**src/sv/wps_pkg.sv**
```systemverilog
// Shared types, constants and tables for the waypoint axis sequencer.
// No dependencies; every module of the block imports this package.
package wps_pkg;

  // Stage numbering and the stages at which the outputs change behavior.
  localparam int unsigned STAGE_W = 4;
  localparam logic [STAGE_W-1:0] NUM_STAGES      = 4'd13;
  localparam logic [STAGE_W-1:0] SPLIT_STAGE     = 4'd4;
  localparam logic [STAGE_W-1:0] FLAT_STAGE      = 4'd3;
  localparam logic [STAGE_W-1:0] BELT_FIRST      = 4'd4;
  localparam logic [STAGE_W-1:0] BELT_LAST       = 4'd8;
  localparam logic [STAGE_W-1:0] HALF_STAGE_LU   = 4'd6;
  localparam logic [STAGE_W-1:0] HALF_STAGE_FORE = 4'd3;

  // Field widths.
  localparam int unsigned GOAL_W  = 21;
  localparam int unsigned TOL_W   = 16;
  localparam int unsigned DRIVE_W = 16;

  // Drive arithmetic: q = floor((x * K + 25) / 50), done as a multiply by a
  // rounded-up reciprocal of 50 followed by a right shift.
  localparam int unsigned X_W       = 13;
  localparam int unsigned Q_W       = 15;
  localparam int unsigned RECIP_W   = 22;
  localparam int unsigned COEF_W    = 35;
  localparam int unsigned PROD_W    = 48;
  localparam int unsigned DIV_SHIFT = 27;
  localparam logic [RECIP_W-1:0] RECIP50   = 22'd2684355;
  localparam logic [COEF_W-1:0]  ROUND_OFS = 35'd67108875;
  localparam logic [Q_W-1:0]     DRIVE_FULL = 15'd25600;
  localparam logic [Q_W-1:0]     DRIVE_HALF = 15'd12800;

  // Gains per count, scaled so that every axis divides by 50.
  localparam logic [X_W-1:0] K_LIN_FULL  = 13'd384;
  localparam logic [X_W-1:0] K_LIN_HALF  = 13'd192;
  localparam logic [X_W-1:0] K_UP_FULL   = 13'd7680;
  localparam logic [X_W-1:0] K_UP_HALF   = 13'd3840;
  localparam logic [X_W-1:0] K_FORE_FULL = 13'd192;
  localparam logic [X_W-1:0] K_FORE_HALF = 13'd96;
  localparam logic [X_W-1:0] K_TILT      = 13'd192;

  // Smallest error magnitude that drives an axis into the 100 percent clip.
  localparam logic [X_W-1:0] THR_LIN  = 13'd3334;
  localparam logic [X_W-1:0] THR_UP   = 13'd167;
  localparam logic [X_W-1:0] THR_FORE = 13'd6667;
  localparam logic [X_W-1:0] THR_TILT = 13'd6667;

  // Configuration register indexes and reset values.
  localparam int unsigned CFG_IDX_W  = 3;
  localparam int unsigned CFG_DATA_W = 16;
  localparam logic [CFG_IDX_W-1:0] CFG_TOL_LINEAR    = 3'd0;
  localparam logic [CFG_IDX_W-1:0] CFG_TOL_UPPER_ARM = 3'd1;
  localparam logic [CFG_IDX_W-1:0] CFG_TOL_FOREARM   = 3'd2;
  localparam logic [CFG_IDX_W-1:0] CFG_TOL_TILT      = 3'd3;
  localparam logic [CFG_IDX_W-1:0] CFG_START_A       = 3'd4;
  localparam logic [CFG_IDX_W-1:0] CFG_START_B       = 3'd5;
  localparam logic [TOL_W-1:0]   RST_TOL_LINEAR    = 16'd1000;
  localparam logic [TOL_W-1:0]   RST_TOL_UPPER_ARM = 16'd100;
  localparam logic [TOL_W-1:0]   RST_TOL_FOREARM   = 16'd2000;
  localparam logic [TOL_W-1:0]   RST_TOL_TILT      = 16'd1000;
  localparam logic [STAGE_W-1:0] RST_START_A       = 4'd1;
  localparam logic [STAGE_W-1:0] RST_START_B       = 4'd4;

  // Result bus layout, lowest bit first.
  localparam int unsigned OUT_W           = 72;
  localparam int unsigned OUT_OBLIQUE_BIT = 64;
  localparam int unsigned OUT_FLAT_BIT    = 65;
  localparam int unsigned OUT_BELT_BIT    = 66;
  localparam int unsigned OUT_STAGE_LSB   = 67;

  typedef enum logic [1:0] {
    MODE_OFF = 2'd0,
    MODE_A   = 2'd1,
    MODE_B   = 2'd2
  } mode_e;

  typedef enum logic [1:0] {
    AX_LINEAR    = 2'd0,
    AX_UPPER_ARM = 2'd1,
    AX_FOREARM   = 2'd2,
    AX_TILT      = 2'd3
  } axis_e;

  typedef struct packed {
    logic run_b;
    logic run_a;
    logic confirm;
    logic enable;
  } btn_t;

  typedef struct packed {
    mode_e              mode;
    logic [STAGE_W-1:0] stage;
    logic               latch;
  } state_t;

  typedef struct packed {
    logic [TOL_W-1:0]   tol_tilt;
    logic [TOL_W-1:0]   tol_forearm;
    logic [TOL_W-1:0]   tol_upper_arm;
    logic [TOL_W-1:0]   tol_linear;
    logic [STAGE_W-1:0] start_b;
    logic [STAGE_W-1:0] start_a;
  } cfg_t;

  typedef struct packed {
    logic [STAGE_W-1:0]        stage;
    logic                      belt;
    logic                      flat;
    logic                      oblique;
    logic signed [DRIVE_W-1:0] tilt;
    logic signed [DRIVE_W-1:0] forearm;
    logic signed [DRIVE_W-1:0] upper_arm;
    logic signed [DRIVE_W-1:0] linear;
  } res_t;

  typedef struct packed {
    logic signed [GOAL_W-1:0] lin;
    logic signed [GOAL_W-1:0] up;
    logic signed [GOAL_W-1:0] fore;
    logic signed [GOAL_W-1:0] tilt;
  } goal_t;

  function automatic goal_t mk_goal(input int l, input int u, input int f, input int t);
    goal_t g;
    g.lin  = GOAL_W'(l);
    g.up   = GOAL_W'(u);
    g.fore = GOAL_W'(f);
    g.tilt = GOAL_W'(t);
    return g;
  endfunction

  // Goal positions per stage; stages past the last entry hold zero goals.
  function automatic goal_t goal_rom(input logic [STAGE_W-1:0] s);
    goal_t g;
    case (s)
      4'd0:    g = mk_goal(0,      0,    480000, 0);
      4'd1:    g = mk_goal(0,      0,    240000, 0);
      4'd2:    g = mk_goal(0,      0,    240000, 100000);
      4'd3:    g = mk_goal(0,      0,    0,      100000);
      4'd4:    g = mk_goal(605000, 8100, 0,      100000);
      4'd5:    g = mk_goal(325000, 8100, 0,      100000);
      4'd6:    g = mk_goal(315000, 6450, 200000, 100000);
      4'd7:    g = mk_goal(215000, 4900, 340000, 102000);
      4'd8:    g = mk_goal(65000,  2900, 380000, 102000);
      4'd9:    g = mk_goal(30000,  500,  550000, 102000);
      4'd10:   g = mk_goal(0,      0,    636000, 102000);
      4'd11:   g = mk_goal(0,      0,    240000, 102000);
      4'd12:   g = mk_goal(0,      0,    480000, 0);
      default: g = mk_goal(0,      0,    0,      0);
    endcase
    return g;
  endfunction

  function automatic logic [COEF_W-1:0] coef_of(input logic [X_W-1:0] k);
    return COEF_W'({{(COEF_W-X_W){1'b0}}, k} * {{(COEF_W-RECIP_W){1'b0}}, RECIP50});
  endfunction

  function automatic logic [COEF_W-1:0] axis_coef(input axis_e ax, input logic half);
    logic [X_W-1:0] k;
    case (ax)
      AX_LINEAR:    k = half ? K_LIN_HALF : K_LIN_FULL;
      AX_UPPER_ARM: k = half ? K_UP_HALF : K_UP_FULL;
      AX_FOREARM:   k = half ? K_FORE_HALF : K_FORE_FULL;
      AX_TILT:      k = K_TILT;
      default:      k = K_TILT;
    endcase
    return coef_of(k);
  endfunction

  function automatic logic [X_W-1:0] axis_thr(input axis_e ax);
    logic [X_W-1:0] t;
    case (ax)
      AX_LINEAR:    t = THR_LIN;
      AX_UPPER_ARM: t = THR_UP;
      AX_FOREARM:   t = THR_FORE;
      AX_TILT:      t = THR_TILT;
      default:      t = THR_TILT;
    endcase
    return t;
  endfunction

  // Linear and tilt drive toward goal minus position, the arm joints the other way.
  function automatic logic axis_inv(input axis_e ax);
    return (ax == AX_LINEAR) || (ax == AX_TILT);
  endfunction

endpackage

```
**src/sv/waypoint_axis_sequencer.sv**
```systemverilog
// Throughput: one transaction per cycle unless m_axis_tready stalls the output; an input
// register and a result register each hold one item, and the single combinational step
// between them sets the clock period.
// Reset (rst_ni low, asynchronous): run off, stage 0, drawer latch clear, both
// registers empty, configuration registers at their documented defaults.
// Depends on wps_pkg, wps_step and wps_drive.
module waypoint_axis_sequencer #(
  parameter int unsigned POS_WIDTH = 21,
  localparam int unsigned IN_W = ((4 * POS_WIDTH + 4 + 7) / 8) * 8
) (
  input  logic                                clk_i,
  input  logic                                rst_ni,
  // tdata: pos_linear, pos_upper_arm, pos_forearm, pos_tilt (POS_WIDTH each),
  //        btn_enable, btn_confirm, btn_run_a, btn_run_b, zero padding.
  input  logic [IN_W-1:0]                     s_axis_tdata,
  // tuser: func (0 position sample, 1 button event).
  input  logic                                s_axis_tuser,
  input  logic                                s_axis_tvalid,
  output logic                                s_axis_tready,
  // tdata: drive_linear, drive_upper_arm, drive_forearm, drive_tilt (16 each),
  //        oblique_drawer_on, flat_drawer_on, belt_on, current_stage (4), one zero bit.
  output logic [wps_pkg::OUT_W-1:0]           m_axis_tdata,
  output logic                                m_axis_tvalid,
  input  logic                                m_axis_tready,
  input  logic                                cfg_we_i,
  input  logic [wps_pkg::CFG_IDX_W-1:0]       cfg_idx_i,
  input  logic [wps_pkg::CFG_DATA_W-1:0]      cfg_wdata_i
);
  import wps_pkg::*;

  // Input register. It holds one accepted transaction until the result register
  // can take whatever that transaction produces.
  logic                        in_valid_q;
  logic                        in_func_q;
  logic signed [POS_WIDTH-1:0] pos_lin_q, pos_up_q, pos_fore_q, pos_tilt_q;
  btn_t                        btn_q;

  // Result register, the sequencer state and the configuration registers.
  logic   out_valid_q;
  res_t   out_res_q;
  state_t state_q, state_d;
  cfg_t   cfg_q;

  res_t   res;
  logic   res_valid;
  logic   advance;
  logic   take;
  logic   proc;

  // The held item moves on whenever the result register is empty or is being
  // drained this cycle. Items that produce no result (button events, samples
  // while the run is off) still pass through so that the state updates in order.
  assign advance = !out_valid_q || m_axis_tready;
  assign proc    = in_valid_q && advance;

  // A new transaction is taken whenever the input register is free or frees up
  // in this cycle, so back-to-back items stream at one per clock unless m_axis stalls.
  assign s_axis_tready = !in_valid_q || advance;
  assign take          = s_axis_tvalid && s_axis_tready;

  wps_step #(.POS_WIDTH(POS_WIDTH)) u_step (
    .func_i          (in_func_q),
    .pos_linear_i    (pos_lin_q),
    .pos_upper_arm_i (pos_up_q),
    .pos_forearm_i   (pos_fore_q),
    .pos_tilt_i      (pos_tilt_q),
    .btn_i           (btn_q),
    .cfg_i           (cfg_q),
    .state_i         (state_q),
    .state_o         (state_d),
    .res_o           (res),
    .res_valid_o     (res_valid)
  );

  // Control state: valid flags and the run state, cleared by reset.
  always_ff @(posedge clk_i or negedge rst_ni) begin
    if (!rst_ni) begin
      in_valid_q  <= 1'b0;
      out_valid_q <= 1'b0;
      state_q     <= '{mode: MODE_OFF, stage: '0, latch: 1'b0};
    end else begin
      if (take) begin
        in_valid_q <= 1'b1;
      end else if (proc) begin
        in_valid_q <= 1'b0;
      end
      if (advance) begin
        out_valid_q <= proc && res_valid;
      end
      if (proc) begin
        state_q <= state_d;
      end
    end
  end

  // Config registers; writes must come only while idle, which the block does not enforce;
  // an index past the last register is ignored, and a stage start keeps its low bits.
  always_ff @(posedge clk_i or negedge rst_ni) begin
    if (!rst_ni) begin
      cfg_q.tol_linear    <= RST_TOL_LINEAR;
      cfg_q.tol_upper_arm <= RST_TOL_UPPER_ARM;
      cfg_q.tol_forearm   <= RST_TOL_FOREARM;
      cfg_q.tol_tilt      <= RST_TOL_TILT;
      cfg_q.start_a       <= RST_START_A;
      cfg_q.start_b       <= RST_START_B;
    end else if (cfg_we_i) begin
      case (cfg_idx_i)
        CFG_TOL_LINEAR:    cfg_q.tol_linear    <= cfg_wdata_i;
        CFG_TOL_UPPER_ARM: cfg_q.tol_upper_arm <= cfg_wdata_i;
        CFG_TOL_FOREARM:   cfg_q.tol_forearm   <= cfg_wdata_i;
        CFG_TOL_TILT:      cfg_q.tol_tilt      <= cfg_wdata_i;
        CFG_START_A:       cfg_q.start_a       <= cfg_wdata_i[STAGE_W-1:0];
        CFG_START_B:       cfg_q.start_b       <= cfg_wdata_i[STAGE_W-1:0];
        default: begin
        end
      endcase
    end
  end

  // Payload registers need no reset; their valid flags guard them.
  always_ff @(posedge clk_i) begin
    if (take) begin
      in_func_q  <= s_axis_tuser;
      pos_lin_q  <= s_axis_tdata[0 * POS_WIDTH +: POS_WIDTH];
      pos_up_q   <= s_axis_tdata[1 * POS_WIDTH +: POS_WIDTH];
      pos_fore_q <= s_axis_tdata[2 * POS_WIDTH +: POS_WIDTH];
      pos_tilt_q <= s_axis_tdata[3 * POS_WIDTH +: POS_WIDTH];
      btn_q      <= btn_t'(s_axis_tdata[4 * POS_WIDTH +: 4]);
    end
    if (proc && res_valid) begin
      out_res_q <= res;
    end
  end

  assign m_axis_tvalid = out_valid_q;
  assign m_axis_tdata  = {1'b0, out_res_q};

endmodule

```
**src/sv/wps_drive.sv**
```systemverilog
// Proportional drive for one axis: clip, optional halving, Q8.8 rounding, zero band.
// Depends on wps_pkg for gains, thresholds and the reciprocal divide constants.
module wps_drive #(
  parameter int unsigned    ERR_W = 22,
  parameter wps_pkg::axis_e AXIS  = wps_pkg::AX_LINEAR
) (
  input  logic signed [ERR_W-1:0]            diff_i,
  input  logic                               half_i,
  input  logic [wps_pkg::TOL_W-1:0]          band_i,
  output logic signed [wps_pkg::DRIVE_W-1:0] drive_o
);
  import wps_pkg::*;

  localparam logic [X_W-1:0]    THR    = axis_thr(AXIS);
  localparam logic [COEF_W-1:0] C_FULL = axis_coef(AXIS, 1'b0);
  localparam logic [COEF_W-1:0] C_HALF = axis_coef(AXIS, 1'b1);
  localparam logic              INV    = axis_inv(AXIS);

  logic [ERR_W-1:0]  mag;
  logic              sat;
  logic [X_W-1:0]    x;
  logic [COEF_W-1:0] coef;
  logic [PROD_W-1:0] prod;
  logic [Q_W-1:0]    q;
  logic [Q_W-1:0]    q_band;
  logic              neg;

  always_comb begin
    mag  = diff_i[ERR_W-1] ? ERR_W'(-diff_i) : ERR_W'(diff_i);
    sat  = mag >= {{(ERR_W-X_W){1'b0}}, THR};
    x    = mag[X_W-1:0];
    coef = half_i ? C_HALF : C_FULL;
    // Rounded divide by 50 through the reciprocal; exact below the clip point.
    prod = PROD_W'(x) * PROD_W'(coef) + PROD_W'(ROUND_OFS);
    if (sat) begin
      q = half_i ? DRIVE_HALF : DRIVE_FULL;
    end else begin
      q = prod[DIV_SHIFT +: Q_W];
    end
    q_band  = (mag < {{(ERR_W-TOL_W){1'b0}}, band_i}) ? '0 : q;
    neg     = diff_i[ERR_W-1] ^ INV;
    drive_o = neg ? -$signed(DRIVE_W'(q_band)) : $signed(DRIVE_W'(q_band));
  end

endmodule

```
**src/sv/wps_step.sv**
```systemverilog
// Next-state and result logic for one transaction: button decode, arrival test, drives.
// Depends on wps_pkg and instantiates one wps_drive per axis.
module wps_step #(
  parameter int unsigned POS_WIDTH = 21
) (
  input  logic                        func_i,
  input  logic signed [POS_WIDTH-1:0] pos_linear_i,
  input  logic signed [POS_WIDTH-1:0] pos_upper_arm_i,
  input  logic signed [POS_WIDTH-1:0] pos_forearm_i,
  input  logic signed [POS_WIDTH-1:0] pos_tilt_i,
  input  wps_pkg::btn_t               btn_i,
  input  wps_pkg::cfg_t               cfg_i,
  input  wps_pkg::state_t             state_i,
  output wps_pkg::state_t             state_o,
  output wps_pkg::res_t               res_o,
  output logic                        res_valid_o
);
  import wps_pkg::*;

  localparam int unsigned ERR_W = ((POS_WIDTH > GOAL_W) ? POS_WIDTH : GOAL_W) + 1;

  goal_t              g_cur;
  goal_t              g_nxt;
  logic signed [ERR_W-1:0] pl, pu, pf, pt;
  logic signed [ERR_W-1:0] dc_l, dc_u, dc_f, dc_t;
  logic signed [ERR_W-1:0] dn_l, dn_u, dn_f, dn_t;
  logic signed [ERR_W-1:0] d_l, d_u, d_f, d_t;
  logic [ERR_W-1:0]   m_l, m_u, m_f, m_t;
  logic               arrive;
  logic               stop_pre;
  logic               step_up;
  logic [STAGE_W-1:0] s_new;
  logic               stop;
  logic               half_lu;
  logic               half_fore;
  logic               en;
  logic signed [DRIVE_W-1:0] dr_l, dr_u, dr_f, dr_t;

  function automatic logic [ERR_W-1:0] abs_e(input logic signed [ERR_W-1:0] v);
    return v[ERR_W-1] ? ERR_W'(-v) : ERR_W'(v);
  endfunction

  always_comb begin
    pl = ERR_W'(pos_linear_i);
    pu = ERR_W'(pos_upper_arm_i);
    pf = ERR_W'(pos_forearm_i);
    pt = ERR_W'(pos_tilt_i);

    g_cur = goal_rom(state_i.stage);
    g_nxt = goal_rom(STAGE_W'(state_i.stage + 4'd1));

    // Position minus goal for the present stage and the one after it.
    dc_l = pl - ERR_W'(g_cur.lin);
    dc_u = pu - ERR_W'(g_cur.up);
    dc_f = pf - ERR_W'(g_cur.fore);
    dc_t = pt - ERR_W'(g_cur.tilt);
    dn_l = pl - ERR_W'(g_nxt.lin);
    dn_u = pu - ERR_W'(g_nxt.up);
    dn_f = pf - ERR_W'(g_nxt.fore);
    dn_t = pt - ERR_W'(g_nxt.tilt);

    m_l = abs_e(dc_l);
    m_u = abs_e(dc_u);
    m_f = abs_e(dc_f);
    m_t = abs_e(dc_t);
    arrive = (m_l < ERR_W'(cfg_i.tol_linear)) && (m_u < ERR_W'(cfg_i.tol_upper_arm)) &&
             (m_f < ERR_W'(cfg_i.tol_forearm)) && (m_t < ERR_W'(cfg_i.tol_tilt));

    stop_pre = (state_i.stage >= NUM_STAGES) ||
               ((state_i.mode == MODE_A) && (state_i.stage == SPLIT_STAGE));
    step_up  = !stop_pre && arrive;
    s_new    = step_up ? STAGE_W'(state_i.stage + 4'd1) : state_i.stage;
    stop     = stop_pre || (s_new >= NUM_STAGES);

    d_l = step_up ? dn_l : dc_l;
    d_u = step_up ? dn_u : dc_u;
    d_f = step_up ? dn_f : dc_f;
    d_t = step_up ? dn_t : dc_t;

    half_lu   = s_new == HALF_STAGE_LU;
    half_fore = s_new == HALF_STAGE_FORE;
  end

  wps_drive #(.ERR_W(ERR_W), .AXIS(AX_LINEAR)) u_drv_lin (
    .diff_i (d_l), .half_i (half_lu), .band_i ('0), .drive_o (dr_l)
  );
  wps_drive #(.ERR_W(ERR_W), .AXIS(AX_UPPER_ARM)) u_drv_up (
    .diff_i (d_u), .half_i (half_lu), .band_i ('0), .drive_o (dr_u)
  );
  wps_drive #(.ERR_W(ERR_W), .AXIS(AX_FOREARM)) u_drv_fore (
    .diff_i (d_f), .half_i (half_fore), .band_i ('0), .drive_o (dr_f)
  );
  wps_drive #(.ERR_W(ERR_W), .AXIS(AX_TILT)) u_drv_tilt (
    .diff_i (d_t), .half_i (1'b0), .band_i (cfg_i.tol_tilt), .drive_o (dr_t)
  );

  always_comb begin
    state_o     = state_i;
    res_o       = '0;
    res_valid_o = 1'b0;
    en          = btn_i.enable && btn_i.confirm;
    if (func_i) begin
      if (en && btn_i.run_a) begin
        state_o.mode  = MODE_A;
        state_o.stage = cfg_i.start_a;
      end else if (en && btn_i.run_b) begin
        state_o.mode  = MODE_B;
        state_o.stage = cfg_i.start_b;
      end else begin
        state_o.mode  = MODE_OFF;
        state_o.stage = '0;
      end
    end else if (state_i.mode != MODE_OFF) begin
      res_valid_o   = 1'b1;
      state_o.stage = s_new;
      res_o.stage   = s_new;
      if (stop) begin
        state_o.latch = 1'b0;
      end else begin
        state_o.latch     = state_i.latch || (s_new >= FLAT_STAGE);
        res_o.linear      = dr_l;
        res_o.upper_arm   = dr_u;
        res_o.forearm     = dr_f;
        res_o.tilt        = dr_t;
        res_o.oblique     = state_i.latch || (s_new >= FLAT_STAGE);
        res_o.flat        = s_new >= FLAT_STAGE;
        res_o.belt        = (s_new >= BELT_FIRST) && (s_new <= BELT_LAST);
      end
    end
  end

endmodule

```
**config.mk**
```make
export PLATFORM = sky130hd
export DESIGN_NAME = waypoint_axis_sequencer
export DESIGN_NICKNAME = d
export VERILOG_FILES = /design/src/sv/wps_pkg.sv /design/src/sv/waypoint_axis_sequencer.sv /design/src/sv/wps_drive.sv /design/src/sv/wps_step.sv
export SDC_FILE = /design/constraint.sdc
export NUM_CORES = 2
export LEC_CHECK = 0
export ABC_AREA = 1
export ABC_CLOCK_PERIOD_IN_PS = 23300
export BUFFER_PORTS_ARGS = -buffer_cell sky130_fd_sc_hd__buf_4
export CORE_MARGIN = 1.5
export CORE_UTILIZATION = 55
export CTS_BUF_LIST = sky130_fd_sc_hd__clkbuf_4 sky130_fd_sc_hd__clkbuf_8
export DETAILED_ROUTE_END_ITERATION = 6
export PLACE_DENSITY = 0.7
export SLEW_MARGIN = 20
export SYNTH_ARGS = -nofsm -noshare
export SYNTH_HDL_FRONTEND = slang
export SYNTH_HIERARCHICAL = 1
export SYNTH_SLANG_ARGS = --single-unit
```
**constraint.sdc**
```tcl
create_clock -name clk_i -period 23.3 [get_ports clk_i]
set_clock_uncertainty 0.05 [all_clocks]
set_input_delay 3.495 -clock clk_i [delete_from_list [all_inputs] [get_ports clk_i]]
set_output_delay 3.495 -clock clk_i [all_outputs]
set_load 0.02 [all_outputs]
```
After elaboration in Yosys (flattened, before gate mapping):

Memories as Yosys holds them, arrays and structs flattened.
Index checks and enable logic that the tools add are counted.

* add/sub/neg operators: 25
* multiply operators: 4
* $lt $le $gt $ge: 17
* eq/ne operators: 9
* mux-type cells: 39
* bitwise operators: 4
* reductions and logical operators: 39

Operators by type and width (count)
* two-way mux 22 bit: 12
* two-way mux 15 bit: 14
* negation 22 bit: 8
* subtractor 21 x 21 -> 22 bit: 8
* adder 42 x 27 -> 42 bit (second input constant): 4
* < comparator 22 x 16 -> 1 bit: 5
* < comparator 22 x 1 -> 1 bit (second input constant): 3
* negation 15 -> 16 bit: 4
* >= comparator 22 x 13 -> 1 bit (second input constant): 2
* multiplier 13 x 29 -> 42 bit: 1
* multiplier 13 x 30 -> 42 bit: 1
* multiplier 13 x 35 -> 42 bit: 1
* multiplier 13 x 23 -> 36 bit (second input constant): 1
* two-way mux 35 bit: 1
* two-way mux 30 bit: 1
* two-way mux 29 bit: 1
* >= comparator 22 x 12 -> 1 bit (second input constant): 1
* >= comparator 22 x 8 -> 1 bit (second input constant): 1
* AND reduction 2 bit: 8
* OR reduction 4 bit: 4
* logical AND 1 bit: 12
* two-way mux 6 bit: 2
* equality test 4 x 3 -> 1 bit (second input constant): 2
* >= comparator 4 bit (second input constant): 2
* other kinds (20): 38

* register bits after elaboration: 241
* memory bits (read-only): 1696
* input port bits: 113
* output and inout bits: 74
* logic and storage cells: 171
* memories: 2

Memory list
* (no name shown): words 16, bits a word 53, read ports 1, clocked after Yosys merged registers in 0, write ports 0, line wps_pkg.sv:136 `case (s)`
* (no name shown): words 16, bits a word 53, read ports 1, clocked after Yosys merged registers in 0, write ports 0, line wps_pkg.sv:136

Logic depth before layout (Yosys ltp):

An unclocked memory read counts as a cell.

* depth after elaboration: 18
* gate-level depth with buffers: 86
* depth with buffers taken out: 83

By module:

The synthesis kept the hierarchy.

By module, submodules not included
* wps_step: instances 1, cells each 2546, area an instance 13596.8 µm², seq. area each 0.0 µm²
* wps_drive at u_step.u_drv_fore: instances 1, cells each 1264, area an instance 9059.9 µm², seq. area each 0.0 µm²
* wps_drive at u_step.u_drv_lin: instances 1, cells each 1164, area an instance 8856.0 µm², seq. area each 0.0 µm²
* wps_drive at u_step.u_drv_up: instances 1, cells each 1175, area an instance 8299.2 µm², seq. area each 0.0 µm²
* waypoint_axis_sequencer: instances 1, cells each 528, area an instance 8116.5 µm², seq. area each 6860.3 µm²
* wps_drive at u_step.u_drv_tilt: instances 1, cells each 1198, area an instance 7762.4 µm², seq. area each 0.0 µm²

Worst setup path before layout:

No wires, ideal clock.

* path kind: reg-to-reg
* start point: register state_q[2] (netlist name)
* end point: register out_res_q (netlist bit m_axis_tdata[14]), data pin
* library setup time: 252 ps
* arrival: 11313 ps
* required time: 22998 ps
* setup slack: 11685 ps
* stages on the path, launching flop included: 75
* buffers on the path: 6
* clock period less this slack: 11615 ps
* cell sequence: dfrtp_1 > inv_1 > ha_1 > inv_1 > o21ai_0 > o21ai_0 > ha_1 > nand2_1 > inv_1 > nand2_1 > nand2_1 > nand2_1 > nand2_1 > nand2_1 > nand3_1 > nand2_1 > buf_2 > clkbuf_1 > [... 39 more ...] > ha_1 > nand2_1 > nor2_1 > nand3_1 > or2_2 > nand3_1 > nand2_1 > nand2_1 > ha_1 > nand2_1 > nand2_1 > nand2_4 > nor2_8 > nand3_1 > nand2_1 > nand2_1 > inv_1 > nor2_4

* elaborated cells between the ends (all ways): 47
* those cells by class: 13 x add/sub; 1 x mul; 8 x order compare; 2 x eq/ne; 12 x mux; 9 x reduce/logical; 2 x memory

RTL lines
* start: declaration: line waypoint_axis_sequencer.sv:41 `state_t state_q, state_d;`
* start signal: assignment: line waypoint_axis_sequencer.sv:80 `state_q <= '{mode: MODE_OFF, stage: '0, latch: 1'b0};`
* start signal: assignment: line waypoint_axis_sequencer.sv:91 `state_q <= state_d;`
* memory (16 x 53 bit)
* subtractor 21 x 21 -> 22 bit (on tied branches): line wps_step.sv:53, wps_step.sv:54
* negation 22 bit: line wps_step.sv:40 `return v[ERR_W-1] ? ERR_W'(-v) : ERR_W'(v);`
* two-way mux 22 bit: line wps_step.sv:40
* < comparator 22 x 16 -> 1 bit: line wps_step.sv:66 `arrive = (m_l < ERR_W'(cfg_i.tol_linear)) && (m_u < ERR_W'(cfg_i.tol_upper_arm)) &&`
* logical AND 1 bit (2 in series): line wps_step.sv:66
* logical AND 1 bit: line wps_step.sv:67 `(m_f < ERR_W'(cfg_i.tol_forearm)) && (m_t < ERR_W'(cfg_i.tol_tilt));`
* logical AND 1 bit: line wps_step.sv:71 `step_up = !stop_pre && arrive;`
* [... 1 more ...]
* via u_step.d_l[21]: line wps_step.sv:27 `logic signed [ERR_W-1:0] d_l, d_u, d_f, d_t;`
* two-way mux 22 bit / negation 22 bit (equally long branches): line wps_drive.sv:29 `mag = diff_i[ERR_W-1] ? ERR_W'(-diff_i) : ERR_W'(diff_i);`
* multiplier 13 x 30 -> 42 bit / two-way mux 22 bit (equally long branches): line wps_drive.sv:34, wps_drive.sv:29
* adder 42 x 27 -> 42 bit / >= comparator 22 x 12 -> 1 bit (equally long branches): line wps_drive.sv:34, wps_drive.sv:30
* two-way mux 15 bit: line wps_drive.sv:35 `if (sat) begin`
* two-way mux 15 bit: line wps_drive.sv:40 `q_band = (mag < {{(ERR_W-TOL_W){1'b0}}, band_i}) ? '0 : q;`
* negation 15 -> 16 bit: line wps_drive.sv:42 `drive_o = neg ? -$signed(DRIVE_W'(q_band)) : $signed(DRIVE_W'(q_band));`
* two-way mux 15 bit (*): line wps_drive.sv:42
* via u_step.dr_l[14]: line wps_step.sv:37 `logic signed [DRIVE_W-1:0] dr_l, dr_u, dr_f, dr_t;`
* end signal: assignment: line waypoint_axis_sequencer.sv:131 `out_res_q <= res;`
* end: declaration: line waypoint_axis_sequencer.sv:40 `res_t out_res_q;`

The timed path passes the listed nets; every way through them passes the cells marked *.
A chain may end at the register's enable or synchronous reset.

Worst setup path after layout:

* start point: register state_q[4] (netlist name)
* end point: register out_res_q (netlist bit m_axis_tdata[28]), data pin

* cells in the longest elaborated chain, start to end: 18
* elaborated cells between the ends (all ways): 47
* those cells by class: 13 x add/sub; 1 x mul; 8 x order compare; 2 x eq/ne; 12 x mux; 9 x reduce/logical; 2 x memory

RTL lines
* memory (16 x 53 bit)
* subtractor 21 x 21 -> 22 bit (on tied branches): line wps_step.sv:53, wps_step.sv:54
* negation 22 bit: line wps_step.sv:40
* two-way mux 22 bit: line wps_step.sv:40
* < comparator 22 x 16 -> 1 bit: line wps_step.sv:66
* logical AND 1 bit (2 in series): line wps_step.sv:66
* logical AND 1 bit: line wps_step.sv:67
* logical AND 1 bit: line wps_step.sv:71
* [... 1 more ...]
* via u_step.d_u[3]: line wps_step.sv:27
* [... 1 more ...]
* two-way mux 22 bit (*): line wps_drive.sv:29
* multiplier 13 x 35 -> 42 bit: line wps_drive.sv:34 `prod = PROD_W'(x) * PROD_W'(coef) + PROD_W'(ROUND_OFS);`
* adder 42 x 27 -> 42 bit: line wps_drive.sv:34
* two-way mux 15 bit: line wps_drive.sv:35
* two-way mux 15 bit (*): line wps_drive.sv:40
* negation 15 -> 16 bit: line wps_drive.sv:42
* two-way mux 15 bit (*): line wps_drive.sv:42
* via u_step.dr_u[12]: line wps_step.sv:37

Marked as above.

==> impl_metrics.yaml <==
place:
  placed_cell_area_um2: 58600
  pre_cts_slack_ps: 7810
  gp_congestion: 1.02
  dp_hpwl_um: 143000
  io_buffers: 185
floorplanning:
  start_util_pct: 55.5
  dieArea_um2: 103000
  ios: 187
  core_um2: 100000
  die_y_um: 321
  num_rows: 116
  die_x_um: 321
finish:
  fillers: 9718
  seqCellArea_um2: 6860
  fin_area_um2: 59700
  drive_gt1_share_pct: 8.77
  utilization_pct: 59.5
  layout.nets: 9474
  area_growth_pct: 7.20
  multi_input_area_um2: 41800
route:
  num_vias: 50580
  postRouteAntennaNets: 0
  via_per_inst: 5.31
  dr.pass1.iters: 7
  finalWirelength_um: 166000
  drt_iter0_markers: 4058
  wl_per_cell_um: 17.5
  route.detailed.drc: 0
cts:
  cts_root_buf: "clkbuf_8"
  clock_latency_ps: 700
  cts.sinks: 241
  clockBufferDepth: 3
  cts_buffers: 47
  cts_setup_buffers: 0
  path_clk_slew_ps: 60
  post_cts_resize_count: 0
  h-tree-depth: 2
  cts_tree: "done"
  cts_hold_buffers: 0
synth:
  syn_area_per_cell_um2: 7.07
  synth_ff_type: "edfxtp_1"
  synthTopCellsByArea: "fa_1 18%, ha_1 17%, nand2_1 13%"
  yosysTopAreaCell: "fa_1"
  synthesis.area_um2: 55700
  synth-xor-area-share_pct: 2.90
  async_flop_share_pct: 33.6
  synthCells: 7875
  yosys_warnings: 6
  synth_top_family_by_area: "adder cells"
  yosys.area.top_type_share_pct: 18.2
  synth_edf_count: 160
  yosys.cell_types.count: 76
  synthMuxAreaShare_pct: 0.0359
  ys_seq_elements: 241
  yosys.area_share.simple_pct: 29.1
  synth_compound_area_share_pct: 7.33
  synth_fa_ha_area_share_pct: 34.9
  synth-seq-area-share_pct: 12.3
worst_setup_path:
  critPathKind: "flip-flop to flip-flop"
  required_ps: 23650
  cp_slowest_stage_delay_ps: 850
  crit_path_top_delay_cell: "nor2_1"
  end_kind: "flip-flop"
  crit_arrival_ps: 16190
  critPathMaxFanout: 101
  crit_path_start_kind: "flip-flop"
  cpMostUsedCell: "nand2_1"
run:
  cap_violations: 0
global_routing:
  antenna_found_initial: 13
  gr-usage-met1_pct: 44.3
  grt-busiest-layer: "met2"
  grt_start_max_net_pins: 102
  gr-usage-all-layers_pct: 32.5
  grt_pass1_wl_um: 264000
  grt_util_met3_pct: 4.28
  grt_pass1_vias: 49316
  use_met2_pct: 53.2
  grt_overflow: 0
timing:
  setup_viol: 0
  rsz0062_at_grt: "no"
  min_period_ps: 15850
  tns_ps: 0
  relSlewSlack_pct: 25.2
  period_share_pct: 68.0
  clock.fmax_mhz: 63.1
  tightest_slew_ps: 1120
  setup_slack_ps: 7450
  slew_violations: 0
  final_hold_viol_count: 0
run_status:
  status: "finished clean"
min_path:
  worst_hold_path_type: "flip-flop to flip-flop"
## final timing paths
kind / start / endpoint / slack, ps / depth (start not counted)
setup / recovery: state_q[4] / m_axis_tdata[28] / 7450 / 70
hold / removal: cfg_q[29] / cfg_q[29] / 420 / 2
setup reg to reg: state_q[4] / m_axis_tdata[28] / 7450 / 70
hold reg to reg: cfg_q[29] / cfg_q[29] / 420 / 2
max in group asynchronous: rst_ni / cfg_q[8] / 19410 / 2
min in group asynchronous: rst_ni / cfg_q[24] / 2590 / 1
## per-layer routing
metal / vias to the layer above / routed length [µm]
li1: 24855 / -
met1: 23782 / 73800
met2: 1631 / 76000
met3: 306 / 11000
met4: 6 / 5560
met5: - / 32
## stage by stage
step | cells | hold slack, ps
finish | 9517 | 415
global route | 9516 | 429
CTS | 9508 | 414
detailed placement | 9421 | 405
global placement | 9421 | 401
floorplan | 7987 | 386
## area by class of cell
cell class,count,area share (%)
antenna,9,0.0377
inverter,1776,11.2
timing repair buffer,207,2.60
sequential,241,11.5
clock buffer,62,1.29
multi-input combinational,5840,70.1
clock inverter,25,0.463
tap,1357,2.84
## worst max-delay path: cells and delay by family (launching register included)
family          cells  cell delay (ps)
simple gates       39             6020
compound gates      9             2470
xor+xnor            1              170
flops               1              750
fa+ha+maj           9             4120
buf+inv            12             1790
## state kept, by name, indices dropped and copies added (netlist names)
register,count
state_q,7
btn_q,4
pos_up_q,21
m_axis_tdata,71
pos_tilt_q,21
in_valid_q,1
pos_fore_q,21
m_axis_tvalid,1
pos_lin_q,21
in_func_q,1
cfg_q,72
## cell usage in the layout, fill, tap and decap left out, types with 58 or more instances in the layout
cell      instances
xor2_1          128
nor2_1          584
nand2_2          86
edfxtp_1        160
nor2_4           76
o21ai_0         262
nand4_1         114
buf_4           207
ha_1            741
nand3_1         473
a21oi_1         302
dfrtp_1          58
nand2_1        1949
conb_1          120
fa_1            507
inv_1          1707
## cell families (layout without fill, tap and decap cells)
family	count (synthesis)	after routing
AOI/OAI and AO/OA	732	732
xor gates and xnor gates	183	183
adders and majority gates	1248	1248
buffers and inverters	1906	2070
DFF	241	241
muxes	2	2
other	8	129
and+or+nand+nor	3555	3555
## synth_stat cells, types with 8 or more instances
| cell | n |
|---|---|
| o21ai_0 | 263 |
| edfxtp_1 | 160 |
| inv_2 | 56 |
| nor3_1 | 47 |
| buf_2 | 24 |
| nand2_4 | 14 |
| o21ai_1 | 25 |
| nand2_1 | 1949 |
| nor2_2 | 53 |
| clkbuf_1 | 66 |
| buf_4 | 15 |
| dfrtp_1 | 58 |
| a21boi_0 | 9 |
| xor2_1 | 129 |
| o21ai_2 | 8 |
| nor4_1 | 12 |
| a21oi_1 | 302 |
| ha_1 | 741 |
| nand3_2 | 34 |
| a21o_1 | 12 |
| or2_2 | 16 |
| nand2_2 | 87 |
| nand3_1 | 473 |
| conb_1 | 8 |
| nor2_1 | 585 |
| buf_6 | 15 |
| nand4_1 | 114 |
| nand3b_1 | 49 |
| o21bai_1 | 21 |
| xnor2_1 | 52 |
| fa_1 | 507 |
| dfstp_2 | 23 |
| nor2_4 | 75 |
| nand3_4 | 9 |
| inv_1 | 1709 |
| nor2_8 | 9 |
| o211ai_1 | 34 |
| clkinv_1 | 8 |
Power is left out: the tool's default activity adds up to more than one toggle a clock period on the data nets, which glitch-free logic cannot reach.
